<file path="config.mk">
export PLATFORM = sky130hd
export DESIGN_NAME = prp_combine
export DESIGN_NICKNAME = d
export VERILOG_FILES = /design/src/rtl/core/prp_pkg.sv /design/src/rtl/core/prp_combine.sv
export VERILOG_INCLUDE_DIRS = /design/src /design/src/rtl/core
export SDC_FILE = /design/constraint.sdc
export NUM_CORES = 2
export LEC_CHECK = 0
export CAP_MARGIN = 20
export CORE_MARGIN = 5
export CORE_UTILIZATION = 50
export DETAILED_ROUTE_END_ITERATION = 12
export DONT_BUFFER_PORTS = 1
export GPL_ROUTABILITY_DRIVEN = 1
export GPL_TIMING_DRIVEN = 0
export PLACE_DENSITY = 0.73
export SKIP_LAST_GASP = 1
export SYNTH_ARGS = -nofsm -noshare
export SYNTH_HDL_FRONTEND = slang
export SYNTH_SLANG_ARGS = --single-unit
</file>
<file path="constraint.sdc">
create_clock -name clock -period 7.5 [get_ports clock]
set_input_delay 0.375 -clock clock [delete_from_list [all_inputs] [get_ports clock]]
set_output_delay 0.375 -clock clock [all_outputs]
set_load 0.005 [all_outputs]
</file>
<file path="src/rtl/core/point_rotate_about_pivot_core_defines.svh">
// Assertion macros shared by the point rotation RTL
`ifndef POINT_ROTATE_ABOUT_PIVOT_CORE_DEFINES_SVH
`define POINT_ROTATE_ABOUT_PIVOT_CORE_DEFINES_SVH

// same-cycle implication, off while reset is high
`define PRP_ASSERT_IMP(label, clk, rst, ante, cons, msg) \
   label: assert property (@(posedge clk) disable iff (rst) (ante) |-> (cons)) \
      else $error(msg);

// next-cycle implication, off while reset is high
`define PRP_ASSERT_NXT(label, clk, rst, ante, cons, msg) \
   label: assert property (@(posedge clk) disable iff (rst) (ante) |=> (cons)) \
      else $error(msg);

`endif

</file>
<file path="src/rtl/core/prp_pkg.sv">
// Types, constants and the arctangent table of the point rotation core
`timescale 1ns / 1ps
package prp_pkg;

   localparam int COORD_W      = 12;
   localparam int DIFF_W       = COORD_W + 1;
   localparam int OUT_W        = COORD_W + 2;
   localparam int ANGLE_W      = 16;
   localparam int FRAC_BITS    = 16;
   localparam int CS_W         = FRAC_BITS + 2;
   localparam int XY_W         = FRAC_BITS + 4;
   localparam int Z_W          = FRAC_BITS + 10;
   localparam int PROD_W       = DIFF_W + CS_W;
   localparam int SUM_W        = PROD_W + 2;

   localparam int CORDIC_STAGES = 16;
   localparam int ATAN_ENTRIES  = 24;
   localparam int CORDIC_CELLS  = (CORDIC_STAGES > ATAN_ENTRIES) ? ATAN_ENTRIES
                                                                 : CORDIC_STAGES;
   localparam int STAGE_IDX_W   = $clog2(ATAN_ENTRIES);

   localparam int FULL_TURN    = 360;
   localparam int QUARTER_TURN = 90;
   // 92 full turns: lifts every 16-bit signed angle to a non-negative value
   localparam int ANGLE_OFFSET = 92 * FULL_TURN;
   localparam int U_W          = ANGLE_W + 1;
   localparam int RECIP_W      = 16;
   localparam int RECIP_SHIFT  = 24;
   // floor(2^24 / 360): quotient estimate is exact or one low
   localparam logic [RECIP_W-1:0] RECIP_360 = RECIP_W'((1 << RECIP_SHIFT) / FULL_TURN);
   localparam int RPROD_W      = U_W + RECIP_W;
   localparam int QEST_W       = RPROD_W - RECIP_SHIFT;
   localparam int REM_W        = $clog2(FULL_TURN);
   localparam int M_W          = $clog2(QUARTER_TURN);

   localparam logic signed [XY_W-1:0] GAIN_Q16 = XY_W'(39797);
   localparam logic signed [CS_W-1:0] ONE_Q16  = CS_W'(1 << FRAC_BITS);

   localparam int REQ_DATA_W = 2 * COORD_W + ANGLE_W;
   localparam int RSP_DATA_W = ((2 * OUT_W + 7) / 8) * 8;
   localparam int RSP_PAD_W  = RSP_DATA_W - 2 * OUT_W;

   localparam int CSR_IDX_W = 2;
   localparam logic [CSR_IDX_W-1:0] CSR_PIVOT_X = CSR_IDX_W'(0);
   localparam logic [CSR_IDX_W-1:0] CSR_PIVOT_Y = CSR_IDX_W'(1);

   typedef enum logic [1:0] {
      QUAD_0,
      QUAD_1,
      QUAD_2,
      QUAD_3
   } quad_type;

   // state handed from cell to cell
   typedef struct packed {
      logic signed [DIFF_W-1:0] dx;
      logic signed [DIFF_W-1:0] dy;
      quad_type                 quad;
      logic                     bypass;
      logic signed [XY_W-1:0]   x;
      logic signed [XY_W-1:0]   y;
      logic signed [Z_W-1:0]    z;
   } token_type;

   // atan(2^-i) in degrees, Q16
   function automatic logic signed [Z_W-1:0] atan_q16(input logic [STAGE_IDX_W-1:0] idx);
      logic signed [Z_W-1:0] val;
      unique case (idx)
         5'd0:    val = Z_W'(2949120);
         5'd1:    val = Z_W'(1740967);
         5'd2:    val = Z_W'(919879);
         5'd3:    val = Z_W'(466945);
         5'd4:    val = Z_W'(234379);
         5'd5:    val = Z_W'(117304);
         5'd6:    val = Z_W'(58666);
         5'd7:    val = Z_W'(29335);
         5'd8:    val = Z_W'(14668);
         5'd9:    val = Z_W'(7334);
         5'd10:   val = Z_W'(3667);
         5'd11:   val = Z_W'(1833);
         5'd12:   val = Z_W'(917);
         5'd13:   val = Z_W'(458);
         5'd14:   val = Z_W'(229);
         5'd15:   val = Z_W'(115);
         5'd16:   val = Z_W'(57);
         5'd17:   val = Z_W'(29);
         5'd18:   val = Z_W'(14);
         5'd19:   val = Z_W'(7);
         5'd20:   val = Z_W'(4);
         5'd21:   val = Z_W'(2);
         5'd22:   val = Z_W'(1);
         default: val = '0;
      endcase
      return val;
   endfunction

endpackage

</file>
<file path="src/rtl/core/prp_combine.sv">
// Quadrant fold, products, sums and truncation onto the result channel
`timescale 1ns / 1ps
`include "point_rotate_about_pivot_core_defines.svh"
module prp_combine (
   input  logic                                clock,
   input  logic                                reset,
   input  logic signed [prp_pkg::COORD_W-1:0]  pivot_x,
   input  logic signed [prp_pkg::COORD_W-1:0]  pivot_y,
   input  logic                                in_valid,
   output logic                                in_ready,
   input  prp_pkg::token_type                  in_tok,
   output logic                                out_valid,
   input  logic                                out_ready,
   output logic signed [prp_pkg::OUT_W-1:0]    rot_x,
   output logic signed [prp_pkg::OUT_W-1:0]    rot_y
);

   logic                               v1_ff, v2_ff, v3_ff, v4_ff;
   logic                               rdy1, rdy2, rdy3, rdy4;
   // stage 1
   logic signed [prp_pkg::CS_W-1:0]    xc, yc, c_in, s_in, c_ff, s_ff;
   logic signed [prp_pkg::DIFF_W-1:0]  dx1_ff, dy1_ff;
   // stage 2
   logic signed [prp_pkg::PROD_W-1:0]  pxc_ff, pys_ff, pxs_ff, pyc_ff;
   // stage 3
   logic signed [prp_pkg::SUM_W-1:0]   sx_in, sy_in, sx_ff, sy_ff;
   // stage 4
   logic signed [prp_pkg::SUM_W-1:0]   tx, ty, bias_x, bias_y;
   logic signed [prp_pkg::OUT_W-1:0]   rx_in, ry_in, rx_ff, ry_ff;

   assign rdy4      = !v4_ff || out_ready;
   assign rdy3      = !v3_ff || rdy4;
   assign rdy2      = !v2_ff || rdy3;
   assign rdy1      = !v1_ff || rdy2;
   assign in_ready  = rdy1;
   assign out_valid = v4_ff;
   assign rot_x     = rx_ff;
   assign rot_y     = ry_ff;

   function automatic logic signed [prp_pkg::CS_W-1:0] clamp_one(
      input logic signed [prp_pkg::XY_W-1:0] v);
      logic signed [prp_pkg::CS_W-1:0] r;
      if (v > prp_pkg::XY_W'(prp_pkg::ONE_Q16)) begin
         r = prp_pkg::ONE_Q16;
      end else if (v < -prp_pkg::XY_W'(prp_pkg::ONE_Q16)) begin
         r = -prp_pkg::ONE_Q16;
      end else begin
         r = prp_pkg::CS_W'(v);
      end
      return r;
   endfunction

   always_comb begin
      if (in_tok.bypass) begin
         xc = prp_pkg::ONE_Q16;
         yc = '0;
      end else begin
         xc = clamp_one(in_tok.x);
         yc = clamp_one(in_tok.y);
      end
      unique case (in_tok.quad)
         prp_pkg::QUAD_0: begin c_in = xc;  s_in = yc;  end
         prp_pkg::QUAD_1: begin c_in = -yc; s_in = xc;  end
         prp_pkg::QUAD_2: begin c_in = -xc; s_in = -yc; end
         prp_pkg::QUAD_3: begin c_in = yc;  s_in = -xc; end
      endcase
   end

   always_comb begin
      sx_in = $signed({pivot_x, {prp_pkg::FRAC_BITS{1'b0}}})
              + prp_pkg::SUM_W'(pxc_ff) - prp_pkg::SUM_W'(pys_ff);
      sy_in = $signed({pivot_y, {prp_pkg::FRAC_BITS{1'b0}}})
              + prp_pkg::SUM_W'(pxs_ff) + prp_pkg::SUM_W'(pyc_ff);
   end

   always_comb begin
      // truncate toward zero: bias negative sums before the shift
      bias_x = sx_ff[prp_pkg::SUM_W-1] ? prp_pkg::SUM_W'((1 << prp_pkg::FRAC_BITS) - 1) : '0;
      bias_y = sy_ff[prp_pkg::SUM_W-1] ? prp_pkg::SUM_W'((1 << prp_pkg::FRAC_BITS) - 1) : '0;
      tx     = (sx_ff + bias_x) >>> prp_pkg::FRAC_BITS;
      ty     = (sy_ff + bias_y) >>> prp_pkg::FRAC_BITS;
      rx_in  = tx[prp_pkg::OUT_W-1:0];
      ry_in  = ty[prp_pkg::OUT_W-1:0];
   end

   always_ff @(posedge clock) begin
      if (reset) begin
         v1_ff <= 1'b0;
         v2_ff <= 1'b0;
         v3_ff <= 1'b0;
         v4_ff <= 1'b0;
      end else begin
         if (rdy1) begin
            v1_ff <= in_valid;
         end
         if (rdy2) begin
            v2_ff <= v1_ff;
         end
         if (rdy3) begin
            v3_ff <= v2_ff;
         end
         if (rdy4) begin
            v4_ff <= v3_ff;
         end
      end
   end

   always_ff @(posedge clock) begin
      if (rdy1 && in_valid) begin
         c_ff   <= c_in;
         s_ff   <= s_in;
         dx1_ff <= in_tok.dx;
         dy1_ff <= in_tok.dy;
      end
      if (rdy2 && v1_ff) begin
         pxc_ff <= prp_pkg::PROD_W'(dx1_ff) * prp_pkg::PROD_W'(c_ff);
         pys_ff <= prp_pkg::PROD_W'(dy1_ff) * prp_pkg::PROD_W'(s_ff);
         pxs_ff <= prp_pkg::PROD_W'(dx1_ff) * prp_pkg::PROD_W'(s_ff);
         pyc_ff <= prp_pkg::PROD_W'(dy1_ff) * prp_pkg::PROD_W'(c_ff);
      end
      if (rdy3 && v2_ff) begin
         sx_ff <= sx_in;
         sy_ff <= sy_in;
      end
      if (rdy4 && v3_ff) begin
         rx_ff <= rx_in;
         ry_ff <= ry_in;
      end
   end

   `PRP_ASSERT_IMP(a_cos_range, clock, reset, v1_ff, c_ff <= prp_pkg::ONE_Q16 && c_ff >= -prp_pkg::ONE_Q16 && s_ff <= prp_pkg::ONE_Q16 && s_ff >= -prp_pkg::ONE_Q16, "sine or cosine beyond unity")
   `PRP_ASSERT_NXT(a_out_hold, clock, reset, v4_ff && !out_ready, v4_ff && $stable(rx_ff) && $stable(ry_ff), "result changed while stalled")
   `PRP_ASSERT_IMP(a_in_free, clock, reset, !v1_ff, in_ready, "empty input stage not ready")

endmodule

</file>
==> metrics <==
Post-Syn Instances=4896; setup clock skew after layout=18.1 ps; die outline width=321 um; synthesis-stage register bit count=280; number of flops mapped to enable cells by yosys=276; Final Instance Count excl. Fillers=6293; failing checks=negative setup slack; vias post-DR=35090; Setup Total Neg Slack=-14.0 ps; Root Driver=clkbuf_16; Final Hold Vio Count=0; sequential fraction of the synthesis area=0.173; number of buffers added by the clock tree synthesis step=35; post-synthesis net count=6353; shortest clock period the worst path allows after layout=7510 ps; Antenna Violating Nets Remaining=0; routed via count divided by cell count=5.58; filler cell count in the final layout=8673; Buffers on Ports=0; worst hold margin=61.6 ps; number of clock sinks=280; class of the most critical hold timing path=in -> reg; status=finished, violations left; fraction of the cycle the final worst path needs=1.00; Die Ht=321 um; insertion delay of the later-clocked pin in the worst-skew pair=590 ps; kind of start point of the critical path=flop; data required time of the worst path=7820 ps; Site Rows=114; last weighted congestion value of the routability-driven placer=1.04; clock transition time at the flip-flop clock pins of the worst setup and hold paths=60 ps; post-synthesis instance area=48400 um^2; most repeated cell in the gate-level netlist after synthesis=inv_1; Synth area leader=fa_1; number of ports placed on the die boundary=153; aggregate routed wire length=142000 um; top cell type's share of synthesized area=0.372; number of distinct standard cells referenced by the synthesized netlist=78; critical path start-end classification=reg -> reg; relative slew slack=0.275; most common flop cell mapped by yosys=edfxtp_1; cell count after placement=6183; Commonest cells post-synth=947 x inv_1, 900 x fa_1, 567 x nand2_1; Fmax achieved=133 MHz; Max Transition Viols Final=0; final setup fails=1; Core ar.=96400 um^2; TritonCTS clock tree=yes; Initial Util=0.502; layout overhead on the synthesized area=7.51%; unrepaired setup endpoints after global routing=true; total DRC errors in the routed layout=0; area of the die=103000 um^2; Critical Path Sink Type=flop; reported max-cap violation count=0; combined global-route utilization of all metal layers=0.279; asr flop ratio synth=0; Synthesis Warnings=0; Bufs on Longest Clock Path=3; placed wire-length estimate after detailed placement=114000 um; maximum number of pins on one net before global-route repair=37; antenna violations before repair=5; final worst slack=-14.0 ps; Initial DRT Pass Iterations=6; Nets=6446; number of DRC markers in iteration 0=3312; slew at the pin with the worst max-slew slack=1090 ps; DR WL/cell=22.5 um; wire length of the first global-routing pass=217000 um; arrival time at the worst endpoint=7840 ps; via count of the first global-routing pass=36369; worst-path maximum fanout=10; share of cells above drive strength 1=0.0369; number of levels in the clock H-tree=2; synthesized area divided by synthesized cell count=9.88 um^2; overall overflow remaining after global route=0; leading post-synthesis cells by cell area=fa_1 37%, edfxtp_1 17%, ha_1 11%, inv_1 7.3%, and2_1 5.3%
-- worst max-delay path, stage by stage, from the launching register on --
cell	delay, ps
edfxtp_1	800
clkbuf_1	760
nand2_1	190
fa_1	530
fa_1	400
inv_1	80
fa_1	440
fa_1	570
fa_1	410
ha_1	280
ha_1	320
o21a_1	210
o21ai_0	420
a21oi_1	170
o21bai_1	580
a211oi_1	240
o311ai_0	410
nand2b_1	120
a21oi_1	190
xnor2_1	130
-- path summary, 6_finish.rpt --
check / endpoint / startpoint / slack, ps / cells past startpoint
hold / removal: c_ff[0] / in_tok[26] / 60 / 2
setup / recovery: pyc_ff[29] / c_ff[4] / -10 / 19
setup reg to reg: pyc_ff[29] / c_ff[4] / -10 / 19
hold reg to reg: v3_ff / v2_ff / 500 / 2
-- metal layers --
metal  GRT usage  wire length (um)  vias to the layer above
li1            -                 -                    15468
met1       0.360             54400                    17656
met2       0.433             64000                     1630
met3      0.0785             14700                      334
met4       0.146              8640                        2
met5           0               102                        -
-- kinds of logic (layout without fill, tap and decap cells) --
group	after synthesis	after routing	synth area share
AND/OR/NAND/NOR	1388	1388	0.140
adder cells (fa/ha/maj)	1334	1334	0.485
buffers and inverters	1146	1264	0.0893
AO/OA/AOI/OAI	509	509	0.0702
flip-flops	280	280	0.173
XOR/XNOR	230	230	0.0416
multiplexers	9	9	0.00189
other	0	3	0
-- layout make-up --
cell class                 count  area, um^2  area share
tap                         1276        1600      0.0307
inverter                     948        3560      0.0684
multi-input combinational   3470       35700       0.687
clock inverter                24         224     0.00430
buffer                       188         801      0.0154
timing repair buffer          66         818      0.0157
antenna                        3        7.51    0.000144
clock buffer                  38         908      0.0175
sequential                   280        8370       0.161
-- state kept, by name, indices dropped and copies added (netlist names) --
name and count:
v3_ff 1, dx1_ff 13, s_ff 18, v2_ff 1, pxs_ff 31, sx_ff 31
dy1_ff 13, out_valid 1, pxc_ff 31, sy_ff 31, pys_ff 31, rot_x 14
pyc_ff 31, rot_y 14, c_ff 18, v1_ff 1
-- timing repair --
action	4_1_cts	5_1_grt
cloned	0	0
endpoints found under the setup margin	8	12
hold endpoints to repair	30	0
resized for setup	8	126
buffers inserted	0	24
hold buffers	28	0
-- per-stage QoR --
stage / util / setup WS [ps] / cell area [um^2]
4_1_cts: 0.536 / -13.4 / 51700
5_1_grt: 0.540 / -86.9 / 52000
3_5_place_dp: 0.521 / -389 / 50300
3_3_place_gp: 0.518 / -1650 / 50000
2_1_floorplan: - / 704 / 48400
6_report: 0.540 / -14.0 / 52000
-- cell usage in the layout (no fill, tap or decap), types with 7 or more instances in the layout --
cell type,instances
nand2b_1,33
clkinv_1,12
o211ai_1,11
or3_1,12
nor2_1,190
nand4_1,22
o21a_1,27
mux2i_1,8
clkbuf_1,122
o21ai_0,69
ha_1,434
nor3_1,41
a31oi_1,7
a21o_1,78
inv_1,947
clkbuf_16,36
or2_2,8
o31ai_1,18
o21bai_1,32
a31o_2,8
edfxtp_1,276
buf_4,18
xor2_1,59
xnor2_1,171
o31a_1,9
and2_1,407
fa_1,900
a21boi_0,8
nand3_1,41
dlygate4sd3_1,28
buf_12,14
and3_1,14
a21oi_1,158
nand2_1,567
a221oi_1,7
a211oi_1,19
nor2b_1,20
clkbuf_2,56
Power is not shown: default switching activity piles up to over one toggle a cycle in this logic, so the estimate is an artifact.
