File: config.mk
export PLATFORM = sky130hd
export DESIGN_NAME = prp_cordic_cell
export DESIGN_NICKNAME = d
export VERILOG_FILES = /design/src/rtl/core/prp_pkg.sv /design/src/rtl/core/prp_cordic_cell.sv
export VERILOG_INCLUDE_DIRS = /design/src /design/src/rtl/core
export SDC_FILE = /design/constraint.sdc
export NUM_CORES = 1
export LEC_CHECK = 0
export ABC_AREA = 0
export BUFFER_PORTS_ARGS = -buffer_cell sky130_fd_sc_hd__buf_2
export CAP_MARGIN = 20
export CORE_ASPECT_RATIO = 2
export CORE_UTILIZATION = 30
export DETAILED_ROUTE_END_ITERATION = 6
export PLACE_DENSITY = 0.55
export SLEW_MARGIN = 20
export SYNTH_ARGS = -nofsm -noshare
export SYNTH_HDL_FRONTEND = slang
export SYNTH_SLANG_ARGS = --single-unit
File: constraint.sdc
create_clock -name clock -period 16.4 [get_ports clock]
set_input_delay 2.46 -clock clock [delete_from_list [all_inputs] [get_ports clock]]
set_output_delay 2.46 -clock clock [all_outputs]
set_load 0.02 [all_outputs]
File: src/rtl/core/point_rotate_about_pivot_core_defines.svh
// Assertion macros shared by the point rotation RTL
`ifndef POINT_ROTATE_ABOUT_PIVOT_CORE_DEFINES_SVH
`define POINT_ROTATE_ABOUT_PIVOT_CORE_DEFINES_SVH

// same-cycle implication, off while reset is high
`define PRP_ASSERT_IMP(label, clk, rst, ante, cons, msg) \
   label: assert property (@(posedge clk) disable iff (rst) (ante) |-> (cons)) \
      else $error(msg);

// next-cycle implication, off while reset is high
`define PRP_ASSERT_NXT(label, clk, rst, ante, cons, msg) \
   label: assert property (@(posedge clk) disable iff (rst) (ante) |=> (cons)) \
      else $error(msg);

`endif

File: src/rtl/core/prp_pkg.sv
// Types, constants and the arctangent table of the point rotation core
`timescale 1ns / 1ps
package prp_pkg;

   localparam int COORD_W      = 12;
   localparam int DIFF_W       = COORD_W + 1;
   localparam int OUT_W        = COORD_W + 2;
   localparam int ANGLE_W      = 16;
   localparam int FRAC_BITS    = 16;
   localparam int CS_W         = FRAC_BITS + 2;
   localparam int XY_W         = FRAC_BITS + 4;
   localparam int Z_W          = FRAC_BITS + 10;
   localparam int PROD_W       = DIFF_W + CS_W;
   localparam int SUM_W        = PROD_W + 2;

   localparam int CORDIC_STAGES = 16;
   localparam int ATAN_ENTRIES  = 24;
   localparam int CORDIC_CELLS  = (CORDIC_STAGES > ATAN_ENTRIES) ? ATAN_ENTRIES
                                                                 : CORDIC_STAGES;
   localparam int STAGE_IDX_W   = $clog2(ATAN_ENTRIES);

   localparam int FULL_TURN    = 360;
   localparam int QUARTER_TURN = 90;
   // 92 full turns: lifts every 16-bit signed angle to a non-negative value
   localparam int ANGLE_OFFSET = 92 * FULL_TURN;
   localparam int U_W          = ANGLE_W + 1;
   localparam int RECIP_W      = 16;
   localparam int RECIP_SHIFT  = 24;
   // floor(2^24 / 360): quotient estimate is exact or one low
   localparam logic [RECIP_W-1:0] RECIP_360 = RECIP_W'((1 << RECIP_SHIFT) / FULL_TURN);
   localparam int RPROD_W      = U_W + RECIP_W;
   localparam int QEST_W       = RPROD_W - RECIP_SHIFT;
   localparam int REM_W        = $clog2(FULL_TURN);
   localparam int M_W          = $clog2(QUARTER_TURN);

   localparam logic signed [XY_W-1:0] GAIN_Q16 = XY_W'(39797);
   localparam logic signed [CS_W-1:0] ONE_Q16  = CS_W'(1 << FRAC_BITS);

   localparam int REQ_DATA_W = 2 * COORD_W + ANGLE_W;
   localparam int RSP_DATA_W = ((2 * OUT_W + 7) / 8) * 8;
   localparam int RSP_PAD_W  = RSP_DATA_W - 2 * OUT_W;

   localparam int CSR_IDX_W = 2;
   localparam logic [CSR_IDX_W-1:0] CSR_PIVOT_X = CSR_IDX_W'(0);
   localparam logic [CSR_IDX_W-1:0] CSR_PIVOT_Y = CSR_IDX_W'(1);

   typedef enum logic [1:0] {
      QUAD_0,
      QUAD_1,
      QUAD_2,
      QUAD_3
   } quad_type;

   // state handed from cell to cell
   typedef struct packed {
      logic signed [DIFF_W-1:0] dx;
      logic signed [DIFF_W-1:0] dy;
      quad_type                 quad;
      logic                     bypass;
      logic signed [XY_W-1:0]   x;
      logic signed [XY_W-1:0]   y;
      logic signed [Z_W-1:0]    z;
   } token_type;

   // atan(2^-i) in degrees, Q16
   function automatic logic signed [Z_W-1:0] atan_q16(input logic [STAGE_IDX_W-1:0] idx);
      logic signed [Z_W-1:0] val;
      unique case (idx)
         5'd0:    val = Z_W'(2949120);
         5'd1:    val = Z_W'(1740967);
         5'd2:    val = Z_W'(919879);
         5'd3:    val = Z_W'(466945);
         5'd4:    val = Z_W'(234379);
         5'd5:    val = Z_W'(117304);
         5'd6:    val = Z_W'(58666);
         5'd7:    val = Z_W'(29335);
         5'd8:    val = Z_W'(14668);
         5'd9:    val = Z_W'(7334);
         5'd10:   val = Z_W'(3667);
         5'd11:   val = Z_W'(1833);
         5'd12:   val = Z_W'(917);
         5'd13:   val = Z_W'(458);
         5'd14:   val = Z_W'(229);
         5'd15:   val = Z_W'(115);
         5'd16:   val = Z_W'(57);
         5'd17:   val = Z_W'(29);
         5'd18:   val = Z_W'(14);
         5'd19:   val = Z_W'(7);
         5'd20:   val = Z_W'(4);
         5'd21:   val = Z_W'(2);
         5'd22:   val = Z_W'(1);
         default: val = '0;
      endcase
      return val;
   endfunction

endpackage

File: src/rtl/core/prp_cordic_cell.sv
// One rotation-mode CORDIC iteration as a pipeline cell
`timescale 1ns / 1ps
`include "point_rotate_about_pivot_core_defines.svh"
module prp_cordic_cell (
   input  logic                                clock,
   input  logic                                reset,
   input  logic [prp_pkg::STAGE_IDX_W-1:0]     stage_idx,
   input  logic                                in_valid,
   output logic                                in_ready,
   input  prp_pkg::token_type                  in_tok,
   output logic                                out_valid,
   input  logic                                out_ready,
   output prp_pkg::token_type                  out_tok
);

   logic                               valid_ff;
   prp_pkg::token_type                 tok_in, tok_ff;
   logic signed [prp_pkg::XY_W-1:0]    x_cur, y_cur, x_sh, y_sh;
   logic signed [prp_pkg::Z_W-1:0]     z_cur, atan_val;

   assign in_ready  = !valid_ff || out_ready;
   assign out_valid = valid_ff;
   assign out_tok   = tok_ff;

   always_comb begin
      x_cur    = in_tok.x;
      y_cur    = in_tok.y;
      z_cur    = in_tok.z;
      x_sh     = x_cur >>> stage_idx;
      y_sh     = y_cur >>> stage_idx;
      atan_val = prp_pkg::atan_q16(stage_idx);
      tok_in   = in_tok;
      // rotate toward zero residual angle
      if (!z_cur[prp_pkg::Z_W-1]) begin
         tok_in.x = x_cur - y_sh;
         tok_in.y = y_cur + x_sh;
         tok_in.z = z_cur - atan_val;
      end else begin
         tok_in.x = x_cur + y_sh;
         tok_in.y = y_cur - x_sh;
         tok_in.z = z_cur + atan_val;
      end
   end

   always_ff @(posedge clock) begin
      if (reset) begin
         valid_ff <= 1'b0;
      end else if (in_ready) begin
         valid_ff <= in_valid;
      end
   end

   always_ff @(posedge clock) begin
      if (in_ready && in_valid) begin
         tok_ff <= tok_in;
      end
   end

   `PRP_ASSERT_NXT(a_cell_hold, clock, reset, valid_ff && !out_ready, valid_ff, "cell dropped a stalled request")
   `PRP_ASSERT_NXT(a_cell_stable, clock, reset, valid_ff && !out_ready, $stable(tok_ff), "cell changed a stalled request")
   `PRP_ASSERT_IMP(a_cell_free, clock, reset, !valid_ff, in_ready, "empty cell not ready")

endmodule

==> impl_metrics.yaml, run 1 <==
placement:
  place_hpwl_mm: 26.5
  place_congestion: 0.903
  portBuffers: 200
cells_and_area:
  nNetsFinal: 1418
  area_delta_synth_final_pct: 15.9
  drive_gt1_share_pct: 24.9
clock_tree:
  postCtsSetupBuffers: 0
  cts.repair.resized: 0
  clock_sinks: 96
  cts_tree: "built"
  postCtsHoldBufs: 0
  cts-htree-levels: 3
  clkLatencyLatePin_ps: 390
  cts-buffers-inserted: 9
  cts-root-buf: "clkbuf_16"
  cts_buffer_depth: 2
  clk_pin_slew_worst_paths_ps: 70
pwr:
  ir_worst_vdd_mv: 0.0569
  p_total_mw: 1.05
  power_density_nw_per_um2: 88.2
  leakagePower_nw: 4.87
logic_synthesis:
  synth_simple_gate_area_share_pct: 13.8
  synthMostInstantiatedCell: "a21oi_1"
  ys_seq_area_share_pct: 28.0
  synth_top_cell_by_area: "edfxtp_1"
  synthesis.nets: 1251
  synthAdderAreaFrac_pct: 9.74
  synth_cell_types: 84
  synthTopCellsByArea: "edfxtp_1 28%, ha_1 9.2%, mux4_2 8.3%, xnor2_1 5.9%, a21oi_1 4.9%"
  synthMuxAreaShare_pct: 15.5
  synth_common_cells: "100 x a21oi_1, 95 x edfxtp_1, 92 x nor2_1"
  syn_inst: 1069
  synth_top_family_by_area: "compound AO/OA/AOI/OAI gates"
  syn_area_um2: 10300
  synth.yosys.warnings: 0
  synth_edf_count: 95
  synth_flop_cell: "edfxtp_1"
  postSynthAreaPerCell_um2: 9.59
  synth-compound-area-share_pct: 20.0
  synth_top_area_share_pct: 27.8
  synthXorXnorAreaFrac_pct: 8.71
  async_reset_ff_share_pct: 0
  synth_seq_cells: 96
sta:
  post-route-period-util_pct: 50.6
  finalClockSkew_ps: 10.9
  slew_headroom_pct: 42.7
  fin_crit_ps: 8300
  fin_setup_tns_ps: 0
  drv_slew: 0
  tightest_slew_ps: 860
  max_clock_freq_ghz: 0.121
  setup_violations: 0
  hold_viol: 0
  rsz0062_at_grt: "false"
worst_setup_path:
  critPathLaunchType: "input pin"
  max_stage_delay_ps: 550
  critPathBufInv: 3
  worstPathCellList: "buf_2 > buf_4 > inv_1 > ha_1 > mux4_2 > o21ai_1 > and4bb_2 > nand3_1 > nor2_1 > a31oi_1 > xor2_1 > ha_1 > a21o_1 > a21o_1 > a21o_1 > a2111o_1 > a31oi_1 > o21ai_0 > a21oi_1 > o21ai_0 > a311o_1"
  arrival_ps: 8440
  r2r_cells: 3
  critical_path.most_common_cell: "a21o_1"
  r2r_setup_slack_ps: 14350
  path_depth: 21
  slowest_stage: "inv_1"
  required_ps: 16540
  endpoint_kind: "flip-flop"
  critical-path-top-delay-family: "compound AO/OA/AOI/OAI gates"
  cp_max_fo: 59
  critPathKind: "in -> reg"
detailed_routing:
  routedWlPerCell_um: 20.5
  drt_iter0_drc: 570
  num_vias: 9308
  dr.pass1.iters: 6
  drc_errors: 0
  avgViaCountPerCell: 5.55
  postRouteWirelength_mm: 34.3
  drtAntennaViolNets: 0
floorplanning:
  die_h_um: 263
  dieArea_um2: 35000
  pin_count: 201
  fp-row-count: 95
  die_x_um: 133
  design.core.area_um2: 33600
  initial_core_util_pct: 30.5
global_route:
  grt_pass1_wl_mm: 52.6
  antenna_found_initial: 1
  grt_util_all_layers_pct: 19.8
  grt_pass1_vias: 9522
  overflow: 0
  grt_max_degree: 67
outcome:
  outcome: "complete, no violations"
worst_hold_path:
  hold_class: "reg -> reg"
  hold_depth: 2
run:
  drv_cap: 0
==> cell families (layout without fill, tap and decap cells) <==
| family | after synthesis | in the layout |
|---|---|---|
| mux | 101 | 101 |
| buf+inv | 96 | 268 |
| fa+ha+maj | 78 | 78 |
| compound gates | 310 | 310 |
| xor+xnor | 102 | 102 |
| other cells | 0 | 1 |
| simple gates | 286 | 286 |
| flops | 96 | 96 |
==> state kept, by name, indices dropped and copies added (netlist names) <==
| name | flops |
|---|---|
| out_tok | 95 |
| out_valid | 1 |
==> layer usage <==
metal  GRT usage [%]  routed length, um
met2            35.9              18000
met3            3.68               1750
met5               0                  0
met1            19.3              12000
met4            16.0               2540
==> final timing paths <==
path                                  to                    from
hold reg to reg   out_valid$_SDFFE_PP0N_  out_valid$_SDFFE_PP0N_
hold / removal    out_valid$_SDFFE_PP0N_  out_valid$_SDFFE_PP0N_
setup / recovery   out_tok[24]$_DFFE_PP_            stage_idx[1]
setup reg to reg   out_tok[94]$_DFFE_PP_  out_valid$_SDFFE_PP0N_
==> worst register-to-register path, stage by stage, from the launching register on <==
cell and delay (ps):
dfxtp_1 310, nand2b_1 100, and2_4 520, buf_4 710
==> layout by cell type, fill, tap and decap left out, drive strengths merged, types with 12 or more instances in the layout <==
cell type,netlist,final
nand2b,21,21
mux4,42,42
and2,14,14
nor3,23,23
o21a,12,12
nand3,15,15
nand2,69,69
o21ai,49,49
a31oi,20,20
a21oi,100,100
nor2b,17,17
ha,75,75
nor2,92,92
edfxtp,95,95
a21o,27,27
xor2,33,33
mux2i,31,31
inv,42,44
xnor2,69,69
buf,29,208
o211ai,14,14
mux2,28,28
==> where the power goes <==
group / internal (mW) / switching [mW] / total, mW
Clock: 0.104 / 0.111 / 0.216
Combinational: 0.195 / 0.298 / 0.494
Sequential: 0.330 / 0.00877 / 0.338
==> stage by stage <==
stage	util (%)	instance area (um2)	setup WS [ps]	hold WS (ps)	instances
floorplan	-	10300	9020	729	1069
global placement	34.5	11600	7850	502	1661
detailed placement	34.5	11600	7740	525	1661
CTS	35.3	11900	8140	537	1677
global route	35.3	11900	7570	571	1678
finish	35.3	11900	8100	525	1678
==> final cells by class <==
class / instances / area [um2]
Multi-Input combinational cell: 877 / 6950
Clock inverter: 7 / 55.1
Fill cell: 3477 / 21800
Antenna cell: 1 / 2.50
Inverter: 44 / 165
Timing Repair Buffer: 208 / 1060
Tap cell: 436 / 546
Sequential cell: 96 / 2870
Clock buffer: 9 / 225
Note: power is estimated with default switching activity, not from simulation.
==> run 2, diff against run 1 <==
==> constraint.sdc (replaced) <==
create_clock -name clock -period 8.2 [get_ports clock]
set_input_delay 1.23 -clock clock [delete_from_list [all_inputs] [get_ports clock]]
set_output_delay 1.23 -clock clock [all_outputs]
set_load 0.02 [all_outputs]
==> run 2 against run 1 <==
The flow now finishes with violations (DRC). Sequential share of layout area fell by 0.24 points. Critical path depth fell by 1. Via count fell by 0.75%. Hold slack got worse by 8.2 ps. Combinational power rose by 100%. Global-route usage rose by 0.12 points. Utilization rose by 0.36 points. Clock-buffer cell count rose by 2. Clock skew barely moved. Clock power rose by 130%. Die area did not move. Worst setup slack got worse by 6500 ps. Critical endpoint unchanged. Largest cell class unchanged.
==> impl_metrics.yaml, run 2 (synthesized netlist as in run 1, its figures left out) <==
sta:
  finalClockSkew_ps: 11.2
  post-route-period-util_pct: 80.9
  tightest_slew_ps: 883
  rsz0062_at_grt: "false"
  drv_slew: 0
  fin_ws_ps: 1570
  setup_violations: 0
  slew_headroom_pct: 40.7
  fin_crit_ps: 6630
  fin_setup_tns_ps: 0
  hold_viol: 0
  max_clock_freq_ghz: 0.151
worst_setup_path:
  r2r-start: "out_valid$_SDFFE_PP0N_"
  endpoint_kind: "flip-flop"
  critPathKind: "in -> reg"
  worstPathCellList: "buf_4 > inv_2 > ha_1 > mux4_2 > o21ai_1 > and4bb_2 > nand3_1 > nor2_1 > a31oi_1 > xor2_1 > ha_1 > a21o_1 > a21o_1 > a21o_1 > a2111o_1 > a31oi_1 > o21ai_0 > a21oi_1 > o21ai_0 > a311o_1"
  required_ps: 8330
  critical-path-top-delay-family: "compound AO/OA/AOI/OAI gates"
  r2r_setup_slack_ps: 6170
  max_stage_delay_ps: 480
  cp_max_fo: 44
  r2r_cells: 3
  arrival_ps: 6760
  slowest_stage: "buf_4"
  critical_path.most_common_cell: "a21o_1"
  r2r_end: "out_tok[43]$_DFFE_PP_"
  critPathLaunchType: "input pin"
  critPathBufInv: 2
floorplanning:
  pin_count: 201
  design.core.area_um2: 33600
  fp-row-count: 95
  die_h_um: 263
  die_x_um: 133
  initial_core_util_pct: 30.5
  dieArea_um2: 35000
worst_hold_path:
  hold_class: "reg -> reg"
  hold_end: "out_valid$_SDFFE_PP0N_"
  hold_depth: 2
  min_from: "out_valid$_SDFFE_PP0N_"
detailed_routing:
  postRouteWirelength_mm: 34.4
  dr.pass1.iters: 7
  drt_iter0_drc: 543
  drc_errors: 5
  drtAntennaViolNets: 0
  num_vias: 9238
  routedWlPerCell_um: 20.4
  avgViaCountPerCell: 5.47
pwr:
  clkPwrFrac_pct: 22.8
  power_density_nw_per_um2: 180
  internal-power_mw: 1.33
  power_frac_comb_pct: 45.8
  leakagePower_nw: 4.95
  p_total_mw: 2.16
  switching_share_pct: 38.4
  power.switching_mw: 0.830
  ir_worst_vdd_mv: 0.116
  seq_power_share_pct: 31.3
global_route:
  antenna_found_initial: 1
  overflow: 0
  grt_pass1_vias: 9621
  grt_pass1_wl_mm: 52.8
  grt_util_all_layers_pct: 19.9
  grt_max_degree: 57
clock_tree:
  postCtsSetupBuffers: 0
  cts-buffers-inserted: 9
  clock_sinks: 96
  cts-htree-levels: 3
  cts-root-buf: "clkbuf_16"
  clkLatencyLatePin_ps: 380
  clk_pin_slew_worst_paths_ps: 70
  cts.repair.resized: 0
  cts_tree: "built"
  cts_buffer_depth: 2
  postCtsHoldBufs: 0
outcome:
  violations: "DRC"
  outcome: "complete, but fails checks"
placement:
  portBuffers: 200
  place_hpwl_mm: 26.8
  place_congestion: 0.935
  preCtsSetupSlack_ps: 1220
cells_and_area:
  mostFrequentLayoutCells: "199 x buf_2, 100 x a21oi_1, 95 x edfxtp_1"
  area_delta_synth_final_pct: 17.0
  fillCellCount: 3440
  drive_gt1_share_pct: 25.4
  multi_input_area_um2: 6940
  largest_reg_flops: 95
  layout_commonest_cell: "buf_2"
  regArea_um2: 2870
  nNetsFinal: 1428
run:
  drv_cap: 0
-- run 2: stage by stage --
step / utilization (%) / hold slack, ps / instances / cell area [um2]
finish: 35.7 / 517 / 1688 / 12000
CTS: 35.7 / 524 / 1687 / 12000
floorplan: - / 729 / 1069 / 10300
global route: 35.7 / 555 / 1688 / 12000
detailed placement: 34.7 / 513 / 1671 / 11700
global placement: 34.7 / 500 / 1671 / 11700
-- run 2: worst reg2reg max path: cells and delay by family, from the launching register on --
kind	cells	cell delay, ps
buf+inv	1	680
flops	1	310
simple gates	2	600
-- run 2: worst max path at each step --
stage | slack, ps | depth (start not counted) | to | start
floorplan | 2050 | 21 | out_tok[24]$_DFFE_PP_ | stage_idx[1]
global placement | 1330 | 20 | out_tok[24]$_DFFE_PP_ | stage_idx[0]
detailed placement | 1220 | 20 | out_tok[24]$_DFFE_PP_ | stage_idx[0]
CTS | 1620 | 20 | out_tok[24]$_DFFE_PP_ | stage_idx[0]
global route | 1120 | 20 | out_tok[24]$_DFFE_PP_ | stage_idx[0]
finish | 1570 | 20 | out_tok[24]$_DFFE_PP_ | stage_idx[0]
-- run 2: routing by layer --
layer / vias to the layer above / wire length (um) / GRT usage, %
met5: - / 0 / 0
met4: 0 / 2580 / 16.0
met3: 127 / 1650 / 3.31
met2: 365 / 18000 / 36.7
met1: 4345 / 12100 / 19.2
li1: 4401 / - / -
-- run 2: area by class of cell --
class	instances	area share (%)
antenna	1	0.0209
clock buffer	11	2.02
clock inverter	5	0.720
inverter	44	1.38
multi-input combinational	877	57.9
sequential	96	23.9
tap	436	4.55
timing repair buffer	218	9.49
-- run 2: power groups by stage --
stage / Clock (mW) / Combinational [mW] / Sequential (mW)
final: 0.494 / 0.991 / 0.677
after global routing: 0.525 / 1.08 / 0.686
after CTS: 0.515 / 0.993 / 0.680
after detailed placement: 0 / 0.987 / 0.690
after global placement: 0 / 0.982 / 0.690
after floorplan: 0 / 0.602 / 0.797
==> run 3, diff against run 2 <==
--- a/config.mk
+++ b/config.mk
@@ -12,7 +12,7 @@
 export CORE_ASPECT_RATIO = 2
 export CORE_UTILIZATION = 30
 export DETAILED_ROUTE_END_ITERATION = 6
-export PLACE_DENSITY = 0.55
+export PLACE_DENSITY = 0.56
 export SLEW_MARGIN = 20
 export SYNTH_ARGS = -nofsm -noshare
 export SYNTH_HDL_FRONTEND = slang
==> constraint.sdc (replaced) <==
create_clock -name clock -period 6 [get_ports clock]
set_input_delay 0.9 -clock clock [delete_from_list [all_inputs] [get_ports clock]]
set_output_delay 0.9 -clock clock [all_outputs]
set_load 0.02 [all_outputs]
==> run 3 against run 2 <==
The run now ends clean. Utilization grew 1.4 points. Global-route usage increased by 0.35 points. Critical endpoint is now out_tok[63]$_DFFE_PP_. Sequential share of layout area down 0.91 points. Final area is 4.0% higher. Clock skew increased by 7.8 ps. Total power increased by 39%. Combinational power rose by 44%. Flip-flop and latch count did not move. Wire length increased by 2.6%. Clock power is 33% higher. Highest routed layer unchanged. Worst setup slack worse by 990 ps. Clock-buffer cell count decreased by 2.
==> impl_metrics.yaml, run 3 (synthesized netlist as in run 1, its figures left out) <==
floorplanning:
  die_x_um: 133
  design.core.area_um2: 33600
  pin_count: 201
  die_h_um: 263
  dieArea_um2: 35000
  fp-row-count: 95
  initial_core_util_pct: 30.5
pwr:
  power_density_nw_per_um2: 241
  leakagePower_nw: 5.24
  p_total_mw: 3.01
  ir_worst_vdd_mv: 0.141
clock_tree:
  cts_tree: "built"
  cts-root-buf: "clkbuf_16"
  cts_buffer_depth: 2
  cts.repair.resized: 0
  clk_pin_slew_worst_paths_ps: 70
  postCtsSetupBuffers: 0
  clock_sinks: 96
  clkLatencyLatePin_ps: 380
  cts-buffers-inserted: 9
  cts-htree-levels: 3
  postCtsHoldBufs: 0
global_route:
  overflow: 0
  grt_busiest_layer: "met2"
  antenna_found_initial: 0
  grt_pass1_wl_mm: 54.0
  grt_util_all_layers_pct: 20.2
  grt_max_degree: 51
  grt_pass1_vias: 9769
  grt.met2_usage_pct: 37.4
  grtUsageMet3_pct: 2.83
  met1_usage_pct: 20.1
worst_setup_path:
  r2r-start: "out_valid$_SDFFE_PP0N_"
  cp_max_fo: 19
  critPathKind: "in -> reg"
  critPathLaunchType: "input pin"
  cp-startpoint: "stage_idx[0]"
  arrival_ps: 5540
  endpoint_kind: "flip-flop"
  required_ps: 6120
outcome:
  outcome: "complete, no violations"
cells_and_area:
  antenna_cells: 0
  nNetsFinal: 1483
  regArea_um2: 2870
  area_delta_synth_final_pct: 21.7
  largest_reg_flops: 95
  drive_gt1_share_pct: 28.6
  layout_commonest_cell: "buf_2"
  fillCellCount: 3354
  multi_input_area_um2: 6940
  mostFrequentLayoutCells: "199 x buf_2, 100 x a21oi_1, 95 x edfxtp_1"
placement:
  place_hpwl_mm: 27.9
  preCtsSetupSlack_ps: 298
  place_congestion: 0.926
  portBuffers: 200
detailed_routing:
  routedWlPerCell_um: 20.2
  dr.pass1.iters: 5
  postRouteWirelength_mm: 35.3
  drt_iter0_drc: 709
  drtAntennaViolNets: 0
  avgViaCountPerCell: 5.50
  drc_errors: 0
  num_vias: 9575
sta:
  finalClockSkew_ps: 19.1
  tightest_slew_ps: 745
  slew_headroom_pct: 50.0
  fin_setup_tns_ps: 0
  setup_violations: 0
  post-route-period-util_pct: 90.3
  hold_viol: 0
  drv_slew: 0
  hold_slack_ps: 521
  rsz0062_at_grt: "false"
  fin_ws_ps: 583
  fin_crit_ps: 5420
  max_clock_freq_ghz: 0.185
worst_hold_path:
  min_from: "out_valid$_SDFFE_PP0N_"
  hold_class: "reg -> reg"
run:
  drv_cap: 0
[run 3: cell count changes in the layout (fill, tap and decap cells not counted), sizes merged]
cell | previous run | this run
buf | 218 | 273
clkinv | 2 | 5
clkbuf | 11 | 9
diode | 1 | 0
inv | 45 | 44
[run 3: worst max-delay path: stages]
cell and delay, ps:
buf_4 270, buf_12 230, mux4_2 300, nand2_1 70
and3_1 170, a311oi_1 630, buf_4 230, inv_1 40
ha_1 190, and3_1 190, and3_1 160, nor2_1 110
xor2_1 80, ha_1 230, nor3_1 170, o21ai_0 150
a31oi_1 280, o21ai_0 230, a311o_1 410, a21o_1 200
a21oi_1 180, xnor2_1 80
[run 3: area by class of cell]
type / count / area share, %
well taps: 436 / 4.37
repair buffers: 273 / 13.0
clock inverters: 7 / 0.742
multi-input cells: 877 / 55.7
clock buffers: 9 / 1.81
inverters: 44 / 1.32
flip-flops and latches: 96 / 23.0
[run 3: worst paths after layout]
path | end | slack [ps] | cells past startpoint
setup / recovery | out_tok[63]$_DFFE_PP_ | 580 | 22
hold / removal | out_valid$_SDFFE_PP0N_ | 520 | 2
setup reg to reg | out_tok[16]$_DFFE_PP_ | 3910 | 3
hold reg to reg | out_valid$_SDFFE_PP0N_ | 520 | 2
[run 3: report_power, final]
group          total [mW]  leakage (nW)  switching (mW)  internal (mW)
clock               0.656         0.160           0.290          0.367
combinational        1.43          4.16           0.835          0.596
sequential          0.924         0.926          0.0227          0.901
[run 3: per-layer routing]
| layer | vias to the layer above | part of all wire (%) | wire length, um |
|---|---|---|---|
| li1 | 4509 | - | - |
| met4 | 0 | 7.4 | 2620 |
| met5 | - | 0 | 0 |
| met1 | 4526 | 35 | 12400 |
| met2 | 417 | 53 | 18500 |
| met3 | 123 | 4.8 | 1700 |
[run 3: stage by stage]
step	std cells	instance area, um2	utilization (%)
6_report	1742	12500	37.1
3_3_place_gp	1726	12200	36.1
5_1_grt	1742	12500	37.1
2_1_floorplan	1069	10300	-
4_1_cts	1742	12500	37.1
3_5_place_dp	1726	12200	36.1
